$ cat src/rtl/utn_pkg.sv
// ----------------------------------------------------------------------------
// utn_pkg: shared types and helpers for the text letter normalizer
// Item and result structs, the result group passed from the decoder to the
// output buffer, and the character folding functions.
// ----------------------------------------------------------------------------
package utn_pkg;

	localparam int unsigned MaxResults = 3;

	localparam logic [6:0] CHAR_SPACE = 7'h20;
	localparam logic [6:0] CHAR_NONE  = 7'h00;

	// one input transfer
	typedef struct packed {
		logic [7:0] text_byte;
		logic       end_of_text;
	} item_t;

	// one result transfer
	typedef struct packed {
		logic [6:0] out_char;
		logic       has_char;
		logic       text_last;
		logic       malformed;
	} result_t;

	// all results caused by one byte, slot 0 goes out first
	typedef struct packed {
		logic [1:0]                     cnt;
		result_t [MaxResults-1:0]       res;
	} result_group_t;

	// Latin-1 fold for units C0..FF, indexed by the low six bits; 0 = dropped
	function automatic logic [6:0] fold_char(input logic [5:0] idx);
		logic [6:0] c;
		c = CHAR_NONE;
		case (idx) inside
			[6'd0:6'd5], [6'd32:6'd37]:                 c = 7'("A");
			6'd6, 6'd38, [6'd8:6'd11], [6'd40:6'd43]:   c = 7'("E");
			6'd7, 6'd39:                                c = 7'("C");
			[6'd12:6'd15], [6'd44:6'd47]:               c = 7'("I");
			6'd16:                                      c = 7'("D");
			6'd17, 6'd49:                               c = 7'("N");
			[6'd18:6'd22], 6'd48, [6'd50:6'd54]:        c = 7'("O");
			6'd23:                                      c = 7'("X");
			[6'd25:6'd28], [6'd57:6'd60]:               c = 7'("U");
			6'd29, 6'd61, 6'd63:                        c = 7'("Y");
			6'd30, 6'd62:                               c = 7'("P");
			6'd31:                                      c = 7'("S");
			default:                                    c = CHAR_NONE;
		endcase
		return c;
	endfunction

	// kept ASCII code of a UTF-16 unit, 0 when the unit vanishes
	function automatic logic [6:0] keep_char(input logic [15:0] u);
		logic [7:0] b;
		logic [6:0] c;
		b = u[7:0];
		c = CHAR_NONE;
		if (u[15:8] == 8'h00 && u[7:6] == 2'b11) begin
			c = fold_char(u[5:0]);
		end else if (b inside {[8'h61:8'h7A]}) begin
			c = 7'(b - 8'h20);
		end else if (b inside {[8'h41:8'h5A]} || b == 8'h20) begin
			c = b[6:0];
		end
		return c;
	endfunction

endpackage

$ cat src/rtl/utn_decode.sv
// ----------------------------------------------------------------------------
// utn_decode: UTF-8 decoder, letter filter and space collapsing
// Holds the decoder and filter state. From the byte in the input register it
// builds the group of results for that byte; state advances on step.
// ----------------------------------------------------------------------------
module utn_decode (
	input  logic                  clk,
	input  logic                  arst_n,
	input  logic                  step,
	input  utn_pkg::item_t        item,
	output utn_pkg::result_group_t grp
);

	logic [1:0]  bse_q;
	logic [2:0]  seql_q;
	logic [20:0] acc_q;
	logic        sp_q;
	logic        ls_q;
	logic        err_q;

	logic [1:0]  bse_d;
	logic [2:0]  seql_d;
	logic [20:0] acc_d;
	logic        sp_d;
	logic        ls_d;
	logic        err_d;

	logic [7:0]  b;
	logic        bad;
	logic [1:0]  nunits;
	logic [15:0] units [2];
	logic [20:0] acc_new;
	logic [19:0] sup;
	logic [6:0]  c;
	logic [1:0]  n;
	utn_pkg::result_t res [utn_pkg::MaxResults];

	// decode one byte, filter the units it completes, close the text on end
	always_comb begin
		b       = item.text_byte;
		bse_d   = bse_q;
		seql_d  = seql_q;
		acc_d   = acc_q;
		sp_d    = sp_q;
		ls_d    = ls_q;
		err_d   = err_q;
		bad     = 1'b0;
		nunits  = 2'd0;
		units[0] = 16'h0000;
		units[1] = 16'h0000;
		acc_new = {acc_q[14:0], b[5:0]};
		sup     = 20'h00000;
		c       = utn_pkg::CHAR_NONE;
		n       = 2'd0;
		for (int i = 0; i < utn_pkg::MaxResults; i++) begin
			res[i] = '0;
		end

		if (!err_q) begin
			if (bse_q == 2'd0) begin
				// lead byte
				if (b < 8'h80) begin
					nunits   = 2'd1;
					units[0] = {8'h00, b};
				end else if (b < 8'hC2) begin
					bad = 1'b1;
				end else if (b < 8'hE0) begin
					seql_d = 3'd2;
					bse_d  = 2'd1;
					acc_d  = {16'h0000, b[4:0]};
				end else if (b < 8'hF0) begin
					seql_d = 3'd3;
					bse_d  = 2'd2;
					acc_d  = {17'h00000, b[3:0]};
				end else if (b < 8'hF5) begin
					seql_d = 3'd4;
					bse_d  = 2'd3;
					acc_d  = {18'h00000, b[2:0]};
				end else begin
					bad = 1'b1;
				end
			end else if (b[7:6] != 2'b10) begin
				bad = 1'b1;
			end else begin
				// first continuation: reject overlong, surrogate and out-of-range forms
				if ({1'b0, bse_q} + 3'd1 == seql_q) begin
					if (seql_q == 3'd3 && acc_q == 21'd0 && b < 8'hA0) bad = 1'b1;
					if (seql_q == 3'd3 && acc_q == 21'hD && b >= 8'hA0) bad = 1'b1;
					if (seql_q == 3'd4 && acc_q == 21'd0 && b < 8'h90) bad = 1'b1;
					if (seql_q == 3'd4 && acc_q == 21'd4 && b >= 8'h90) bad = 1'b1;
				end
				if (!bad) begin
					bse_d = bse_q - 2'd1;
					acc_d = acc_new;
					if (bse_q == 2'd1) begin
						seql_d = 3'd0;
						acc_d  = 21'd0;
						if (acc_new < 21'h10000) begin
							nunits   = 2'd1;
							units[0] = acc_new[15:0];
						end else begin
							// split into high and low surrogate
							sup      = acc_new[19:0] - 20'h10000;
							nunits   = 2'd2;
							units[0] = {6'b110110, sup[19:10]};
							units[1] = {6'b110111, sup[9:0]};
						end
					end
				end
			end
			if (bad) begin
				err_d  = 1'b1;
				bse_d  = 2'd0;
				seql_d = 3'd0;
				acc_d  = 21'd0;
			end
		end

		// letter filter with space collapsing, one unit after the other
		for (int i = 0; i < 2; i++) begin
			c = utn_pkg::keep_char(units[i]);
			if (2'(i) < nunits && c != utn_pkg::CHAR_NONE) begin
				if (c == utn_pkg::CHAR_SPACE) begin
					if (ls_d) sp_d = 1'b1;
				end else begin
					if (sp_d) begin
						res[n] = '{out_char: utn_pkg::CHAR_SPACE, has_char: 1'b1,
							text_last: 1'b0, malformed: 1'b0};
						n = n + 2'd1;
					end
					res[n] = '{out_char: c, has_char: 1'b1,
						text_last: 1'b0, malformed: 1'b0};
					n    = n + 2'd1;
					ls_d = 1'b1;
					sp_d = 1'b0;
				end
			end
		end

		// end of text: mark the last result or add a bare end marker
		if (item.end_of_text) begin
			if (bse_d != 2'd0) err_d = 1'b1;
			if (n != 2'd0) begin
				res[n - 2'd1].text_last = 1'b1;
				res[n - 2'd1].malformed = err_d;
			end else begin
				res[0] = '{out_char: utn_pkg::CHAR_NONE, has_char: 1'b0,
					text_last: 1'b1, malformed: err_d};
				n = 2'd1;
			end
			bse_d  = 2'd0;
			seql_d = 3'd0;
			acc_d  = 21'd0;
			sp_d   = 1'b0;
			ls_d   = 1'b0;
			err_d  = 1'b0;
		end

		grp.cnt = n;
		for (int i = 0; i < utn_pkg::MaxResults; i++) begin
			grp.res[i] = res[i];
		end
	end

	// decoder and filter state
	always_ff @(posedge clk or negedge arst_n) begin
		if (!arst_n) begin
			bse_q  <= 2'd0;
			seql_q <= 3'd0;
			acc_q  <= 21'd0;
			sp_q   <= 1'b0;
			ls_q   <= 1'b0;
			err_q  <= 1'b0;
		end else if (step) begin
			bse_q  <= bse_d;
			seql_q <= seql_d;
			acc_q  <= acc_d;
			sp_q   <= sp_d;
			ls_q   <= ls_d;
			err_q  <= err_d;
		end
	end

endmodule

$ cat src/rtl/utn_out_buf.sv
// ----------------------------------------------------------------------------
// utn_out_buf: result register with serializer
// Holds the result group of one byte and hands it out one transfer per cycle
// while out_ready is high, slot 0 first. Reports free when a new group may load this cycle.
// ----------------------------------------------------------------------------
module utn_out_buf (
	input  logic                   clk,
	input  logic                   arst_n,
	input  logic                   load,
	input  utn_pkg::result_group_t grp,
	output logic                   free,
	output logic                   out_valid,
	input  logic                   out_ready,
	output utn_pkg::result_t       out_data
);

	logic [1:0]       cnt_q;
	utn_pkg::result_t ent_q [utn_pkg::MaxResults];
	logic             xfer;

	assign out_valid = (cnt_q != 2'd0);
	assign out_data  = ent_q[0];
	assign xfer      = out_valid && out_ready;
	assign free      = (cnt_q == 2'd0) || (cnt_q == 2'd1 && out_ready);

	// count of results still held
	always_ff @(posedge clk or negedge arst_n) begin
		if (!arst_n) begin
			cnt_q <= 2'd0;
		end else if (load) begin
			cnt_q <= grp.cnt;
		end else if (xfer) begin
			cnt_q <= cnt_q - 2'd1;
		end
	end

	// result slots, shifted toward slot 0 on each transfer
	always_ff @(posedge clk) begin
		if (load) begin
			for (int i = 0; i < utn_pkg::MaxResults; i++) begin
				ent_q[i] <= grp.res[i];
			end
		end else if (xfer) begin
			for (int i = 0; i < utn_pkg::MaxResults - 1; i++) begin
				ent_q[i] <= ent_q[i+1];
			end
		end
	end

endmodule

$ cat src/rtl/utn_text_letter_normalizer_unit.sv
// ----------------------------------------------------------------------------
// utf8_text_letter_normalizer_unit: UTF-8 text to collapsed uppercase letters
// Decodes UTF-8 bytes, folds Latin-1 accents, keeps space and A..Z, collapses
// space runs and flags malformed input on the final result of each text.
// ----------------------------------------------------------------------------
// Usage: one byte is taken per cycle while the result register can take its
// group, and one result leaves per cycle while out_ready is high. A byte
// enters an input register, is decoded there against the stored decoder
// state and its results (zero to three) load the result register, which
// sends them out. A byte that causes no result loads nothing; one that causes
// several results holds the input side while the single result port hands them out.
// The final result of each text carries text_last and the malformed flag, and
// the decoder then starts clean for the next text.
module utf8_text_letter_normalizer_unit (
	input  logic             clk,
	input  logic             arst_n,
	input  logic             in_valid,
	output logic             in_ready,
	input  utn_pkg::item_t   in_data,
	output logic             out_valid,
	input  logic             out_ready,
	output utn_pkg::result_t out_data
);

	logic                   v_s1;
	utn_pkg::item_t         item_s1;
	logic                   buf_free;
	logic                   step;
	utn_pkg::result_group_t grp;

	assign step     = v_s1 && buf_free;
	assign in_ready = !v_s1 || step;

	// input register valid
	always_ff @(posedge clk or negedge arst_n) begin
		if (!arst_n) begin
			v_s1 <= 1'b0;
		end else if (in_ready) begin
			v_s1 <= in_valid;
		end
	end

	// input register payload
	always_ff @(posedge clk) begin
		if (in_valid && in_ready) begin
			item_s1 <= in_data;
		end
	end

	utn_decode u_decode (
		.clk    (clk),
		.arst_n (arst_n),
		.step   (step),
		.item   (item_s1),
		.grp    (grp)
	);

	utn_out_buf u_out_buf (
		.clk       (clk),
		.arst_n    (arst_n),
		.load      (step && grp.cnt != 2'd0),
		.grp       (grp),
		.free      (buf_free),
		.out_valid (out_valid),
		.out_ready (out_ready),
		.out_data  (out_data)
	);

endmodule

$ cat config.mk
export PLATFORM = sky130hd
export DESIGN_NAME = utf8_text_letter_normalizer_unit
export DESIGN_NICKNAME = d
export VERILOG_FILES = /design/src/rtl/utn_pkg.sv /design/src/rtl/utn_decode.sv /design/src/rtl/utn_out_buf.sv /design/src/rtl/utn_text_letter_normalizer_unit.sv
export SDC_FILE = /design/constraint.sdc
export NUM_CORES = 1
export LEC_CHECK = 0
export BUFFER_PORTS_ARGS = -buffer_cell sky130_fd_sc_hd__buf_2
export CORE_MARGIN = 2
export CORE_UTILIZATION = 40
export DETAILED_ROUTE_END_ITERATION = 12
export PLACE_DENSITY = 0.65
export SKIP_CTS_REPAIR_TIMING = 1
export SYNTH_ARGS = -nofsm -noshare
export SYNTH_HDL_FRONTEND = slang
export SYNTH_SLANG_ARGS = --single-unit
$ cat constraint.sdc
create_clock -name clk -period 5.6 [get_ports clk]
set_clock_uncertainty 0.2 [all_clocks]
set_input_delay 0.28 -clock clk [delete_from_list [all_inputs] [get_ports clk]]
set_output_delay 0.28 -clock clk [all_outputs]
set_load 0.02 [all_outputs]
* Word level (Yosys, flattened, before mapping)
Memories as Yosys holds them, arrays and structs flattened.
Cells that the tools add are included.
Widths: inputs -> output; s select.
** Word-level totals
- Flip-flop bits (word level) :: 41
- Memory bits (writable) :: 30
- Output and inout bits :: 12
- Memories kept :: 1
- Bits of input ports :: 13
- Logic and storage cells :: 393
** Cells by class
- Eq/ne operators :: 50
- Order comparisons :: 68
- Bitwise logic cells :: 9
- Reductions and logical operators :: 83
- Mux-type cells :: 162
- $add $sub $neg :: 10
** Memories
- u_out_buf.ent_q :: words 3, width 10, rd ports 3, clocked after Yosys merged registers in 0, wr ports 3, RTL line utn_out_buf.sv:18 : utn_pkg::result_t ent_q [utn_pkg::MaxResults];
** Operators by type and width (number)
- $mux 21 :: 12
- $mux 30 :: 8
- $mux 7 :: 30
- $mux 32 :: 4
- $bwmux 30 :: 4
- $demux 10 s2 :: 5
- $eq 6x6->1 const B :: 14
- $mux 10 :: 8
- $eq 6x5->1 const B :: 12
- $mux 16 :: 4
- $mux 2 :: 31
- $ge 6x6->1 const B :: 10
- $le 6x6->1 const B :: 10
- $lt 8x8->1 const B :: 7
- $logic_and 1x1->1 :: 45
- $mux 1 :: 41
- $mux 3 :: 12
- $ge 8x7->1 const B :: 4
- $le 8x7->1 const B :: 4
- $and 24x24->24 :: 1
- $eq 6x3->1 const B :: 4
- $ge 6x4->1 const B :: 4
- $ge 6x5->1 const B :: 4
- $le 6x4->1 const B :: 4
- other kinds (46) :: 100

* Longest topological paths before layout
- Depth after elaboration :: 53
- Mapped depth :: 27
- Gate-level depth less buffers :: 24

* By module
A second synthesis with hierarchy kept.
** Unflattened totals
- Cell total of the unflattened synthesis :: 560
- Area total of the unflattened synthesis :: 5411.4 um^2
** By module, submodules not included
- utn_decode :: cells each 464, sequential area each 725.7 um^2, area an instance 3677.3 um^2, instances 1
- utn_out_buf :: cells each 81, sequential area each 950.9 um^2, area an instance 1396.3 um^2, instances 1
- utf8_text_letter_normalizer_unit :: cells each 15, sequential area each 295.3 um^2, area an instance 337.8 um^2, instances 1

* Least setup slack after synthesis
OpenSTA, ideal clock, no wires.
- Path type :: reg-to-reg
- Start :: register u_decode.bse_q[0]
- End :: memory u_out_buf.ent_q[0][0] (netlist bit), enable pin
- Path slack :: -0.378 ns
- Clock period less this slack :: 5.978 ns
- Library setup time :: 0.346 ns
- Cell stages (with the launch flop) :: 26
- Data arrival time :: 5.432 ns
- Buffers on the path :: 2
- Data required time :: 5.054 ns
- Path through :: dfrtp_1 > inv_1 > ha_1 > xnor2_1 > nand4_1 > nor2_1 > buf_2 > buf_2 > a31o_2 > nor2_1 > ha_1 > o2111a_1 > o2111ai_1 > o41a_2 > a21boi_0 > nor4b_4 > nand2_4 > nand2_1 > ha_1 > a21oi_1 > ha_1 > and2_1 > o211a_1 > a31oi_4 > o21a_1 > or2_2
** RTL lines
- start, declared :: RTL line utn_decode.sv:14 : logic [1:0] bse_q;
- start signal, assigned :: RTL line utn_decode.sv:175 : bse_q <= bse_d;
- end, declared :: RTL line utn_out_buf.sv:18

==> impl_metrics.tcl <==
set metrics [dict create \
    synth-xor-area-share_pct 1.19 \
    synth_commonest_cells "52 x nand2_1, 39 x edfxtp_1, 36 x o21ai_0, 33 x inv_1, 33 x nor2_1" \
    wl_um 15600 \
    drc_errors 0 \
    cts_tree "done" \
    setup_tns_ns 0 \
    vdd_drop_max_mv 0.287 \
    worstPathRequired_ns 5.49 \
    placed_cells 751 \
    syn_area_per_cell_um2 9.44 \
    slew_violations 0 \
    cts_buffer_depth 2 \
    synthArstFlopShare_pct 45.1 \
    synth_top_area_share_pct 22.7 \
    core_um2 12600 \
    setup_viol 0 \
    rsz0062_at_grt "true" \
    holdCritPathClass "primary input to register" \
    synthSimpleGateAreaFrac_pct 17.2 \
    clock_latency_ns 0.34 \
    synth_most_common_cell "nand2_1" \
    synthCells 547 \
    grt_pass1_wl_um 23100 \
    die_w_um 118 \
    dr.pass1.iters 5 \
    outcome "finished, final reports clean" \
    drive_gt1_share_pct 28.8 \
    p_per_area_nw_per_um2 556 \
    htree_levels 3 \
    synth_cell_types 83 \
    path_clk_slew_ns 0.06 \
    hold_violations 0 \
    synth_area_um2 5170 \
    end_kind "register" \
    grt_pass1_vias 4597 \
    antenna_left 0 \
    timing.final.crit_share_pct 98.0 \
    cp_max_fo 7 \
    p_leak_nw 2.73 \
    cts-root-buf "clkbuf_16" \
    synth_mux_area_share_pct 4.00 \
    die-area_um2 13800 \
    numCtsBuffers 9 \
    pin_count 25 \
    area_delta_synth_final_pct 27.0 \
    fin_crit_ns 5.49 \
    nets 654 \
    fillers 1152 \
    tightest_slew_ns 0.746 \
    grt_max_degree 33 \
    port-buffer-count 24 \
    antenna_cells 0 \
    synth_edf_count 39 \
    cap_viol_max_count 0 \
    syn_nets 575 \
    pre_cts_slack_ns -0.0745 \
    crit_path_start_kind "register" \
    drt_iter0_markers 468 \
    synth.largest_area_cell "edfxtp_1" \
    synth_fa_ha_area_share_pct 3.63 \
    timing.fmax_mhz 182 \
    ys.warnings.count 0 \
    clock_sinks 71 \
    instances_no_fill 803 \
    num_vias 4912 \
    gp_congestion 0.914 \
    synth_compound_area_share_pct 28.9 \
    p_total_mw 3.65 \
    slew_headroom_pct 50.3 \
    path_class "register to register" \
    ys_seq_area_share_pct 38.2 \
    wl_per_cell_um 19.4 \
    hpwlAfterDp_um 10200 \
    ys.flop_type "edfxtp_1" \
    rows 41 \
    setup_slack_ns 0.112 \
    crit_arrival_ns 5.37 \
    overflow 0 \
    post_drt_via_cell_ratio 6.12 \
    die_h_um 118 \
    initial_core_util_pct 40.9 \
    ys_ff_latch 71 \
    grt_antenna_before_repair 0 \
    grt_usage_pct 20.5 \
    synthTopCellsByArea "edfxtp_1 23%, dfrtp_1 16%, nand2_1 3.8%, a22o_1 3.7%, ha_1 3.6%" \
    synth_top_family_by_area "compound AO/OA/AOI/OAI gates" \
]
## cells by family after synthesis
logic type | Yosys count
AOI/OAI and AO/OA | 190
and+or+nand+nor | 170
adders and majority gates | 15
buffers and inverters | 77
muxes | 17
xor gates and xnor gates | 7
DFF | 71
## flip-flops by register name, summed over array words and instances, names as in the netlist
signal and cells:
u_decode.ls_q 1, u_out_buf.cnt_q 2, item_s1 9, u_decode.seql_q 3, u_decode.sp_q 1, u_decode.acc_q 21
u_out_buf.ent_q 30, u_decode.err_q 1, u_decode.bse_q 2, v_s1 1
## cell type report
| class | instances | area [µm²] | share of cell area, % |
|---|---|---|---|
| sequential | 71 | 1970 | 30.1 |
| inverter | 34 | 128 | 1.95 |
| timing repair buffer | 107 | 845 | 12.9 |
| tap | 172 | 215 | 3.28 |
| clock buffer | 9 | 225 | 3.43 |
| multi-input combinational | 403 | 3090 | 47.1 |
| clock inverter | 7 | 87.6 | 1.34 |
## stage by stage
| step | area (µm²) | hold slack [ns] | util (%) |
|---|---|---|---|
| 2_1_floorplan | 5190 | -0.216 | - |
| 6_report | 6560 | 0.0972 | 52.0 |
| 4_1_cts | 5990 | -0.172 | 47.5 |
| 3_5_place_dp | 5680 | 0.179 | 45.0 |
| 3_3_place_gp | 5680 | 0.178 | 45.0 |
| 5_1_grt | 6560 | 0.133 | 52.0 |
## report_power, final
group	internal (mW)	total (mW)	switching, mW
Sequential	0.761	0.855	0.0940
Clock	0.386	0.604	0.218
Combinational	0.924	2.19	1.27
## worst max-delay path, cell delays in order (launching register included)
cell       delay [ns]
dfrtp_1          0.37
inv_2            0.06
ha_4             0.15
nand4bb_1        0.20
buf_6            0.17
o31ai_4          0.24
buf_6            0.16
a22oi_2          0.08
a31o_1           0.25
nor3_2           0.22
nand4_1          0.23
a211oi_4         0.38
a2bb2oi_4        0.11
nor4b_4          0.36
nand2_4          0.13
nand2_4          0.11
ha_4             0.21
a21oi_4          0.20
ha_4             0.24
and2_4           0.13
o211a_1          0.24
a31oi_4          0.16
a21o_4           0.18
buf_12           0.13
mux2_4           0.30
## cell usage in the layout, fill, tap and decap left out, drive strengths merged, types with 6 or more instances in the layout
master       Yosys  routed
mux2             8       8
mux2i            9       9
nand2           54      54
edfxtp          39      39
a22oi           10      10
nor3            11      11
nor4             7       7
a32o             6       6
a211oi          11      11
nor2            33      33
a22o            22      22
nand4           10      10
clkbuf          20      11
a31o             7       7
o21ai           36      36
a21oi           26      26
and3            11      11
nand3            6       6
ha              15      15
o21a             6       6
inv             34      34
dlygate4sd3      0      11
buf             23      94
dfrtp           32      32
or2              6       9
and2            10      10
a31oi           11      12
## per-layer routing
metal	track usage [%]	vias to the layer above	part of all wire (%)
met4	8.58	0	2.6
met3	2.96	44	7.4
li1	-	2234	-
met5	0	-	0
met1	26.9	2398	42
met2	33.8	236	48
## path summary, 6_finish.rpt
path	from	endpoint	slack [ns]	depth (start not counted)
max in group asynchronous	arst_n	u_decode.bse_q[1]	4.38	2
setup reg to reg	u_decode.bse_q[0]	u_out_buf.ent_q[0][16]	0.11	24
setup / recovery	u_decode.bse_q[0]	u_out_buf.ent_q[0][16]	0.11	24
hold reg to reg	u_decode.acc_q[19]	u_decode.acc_q[19]	0.31	1
min in group asynchronous	arst_n	u_decode.bse_q[0]	0.35	2
hold / removal	out_ready	v_s1	0.1	4
(Power assumes the default switching activity.)
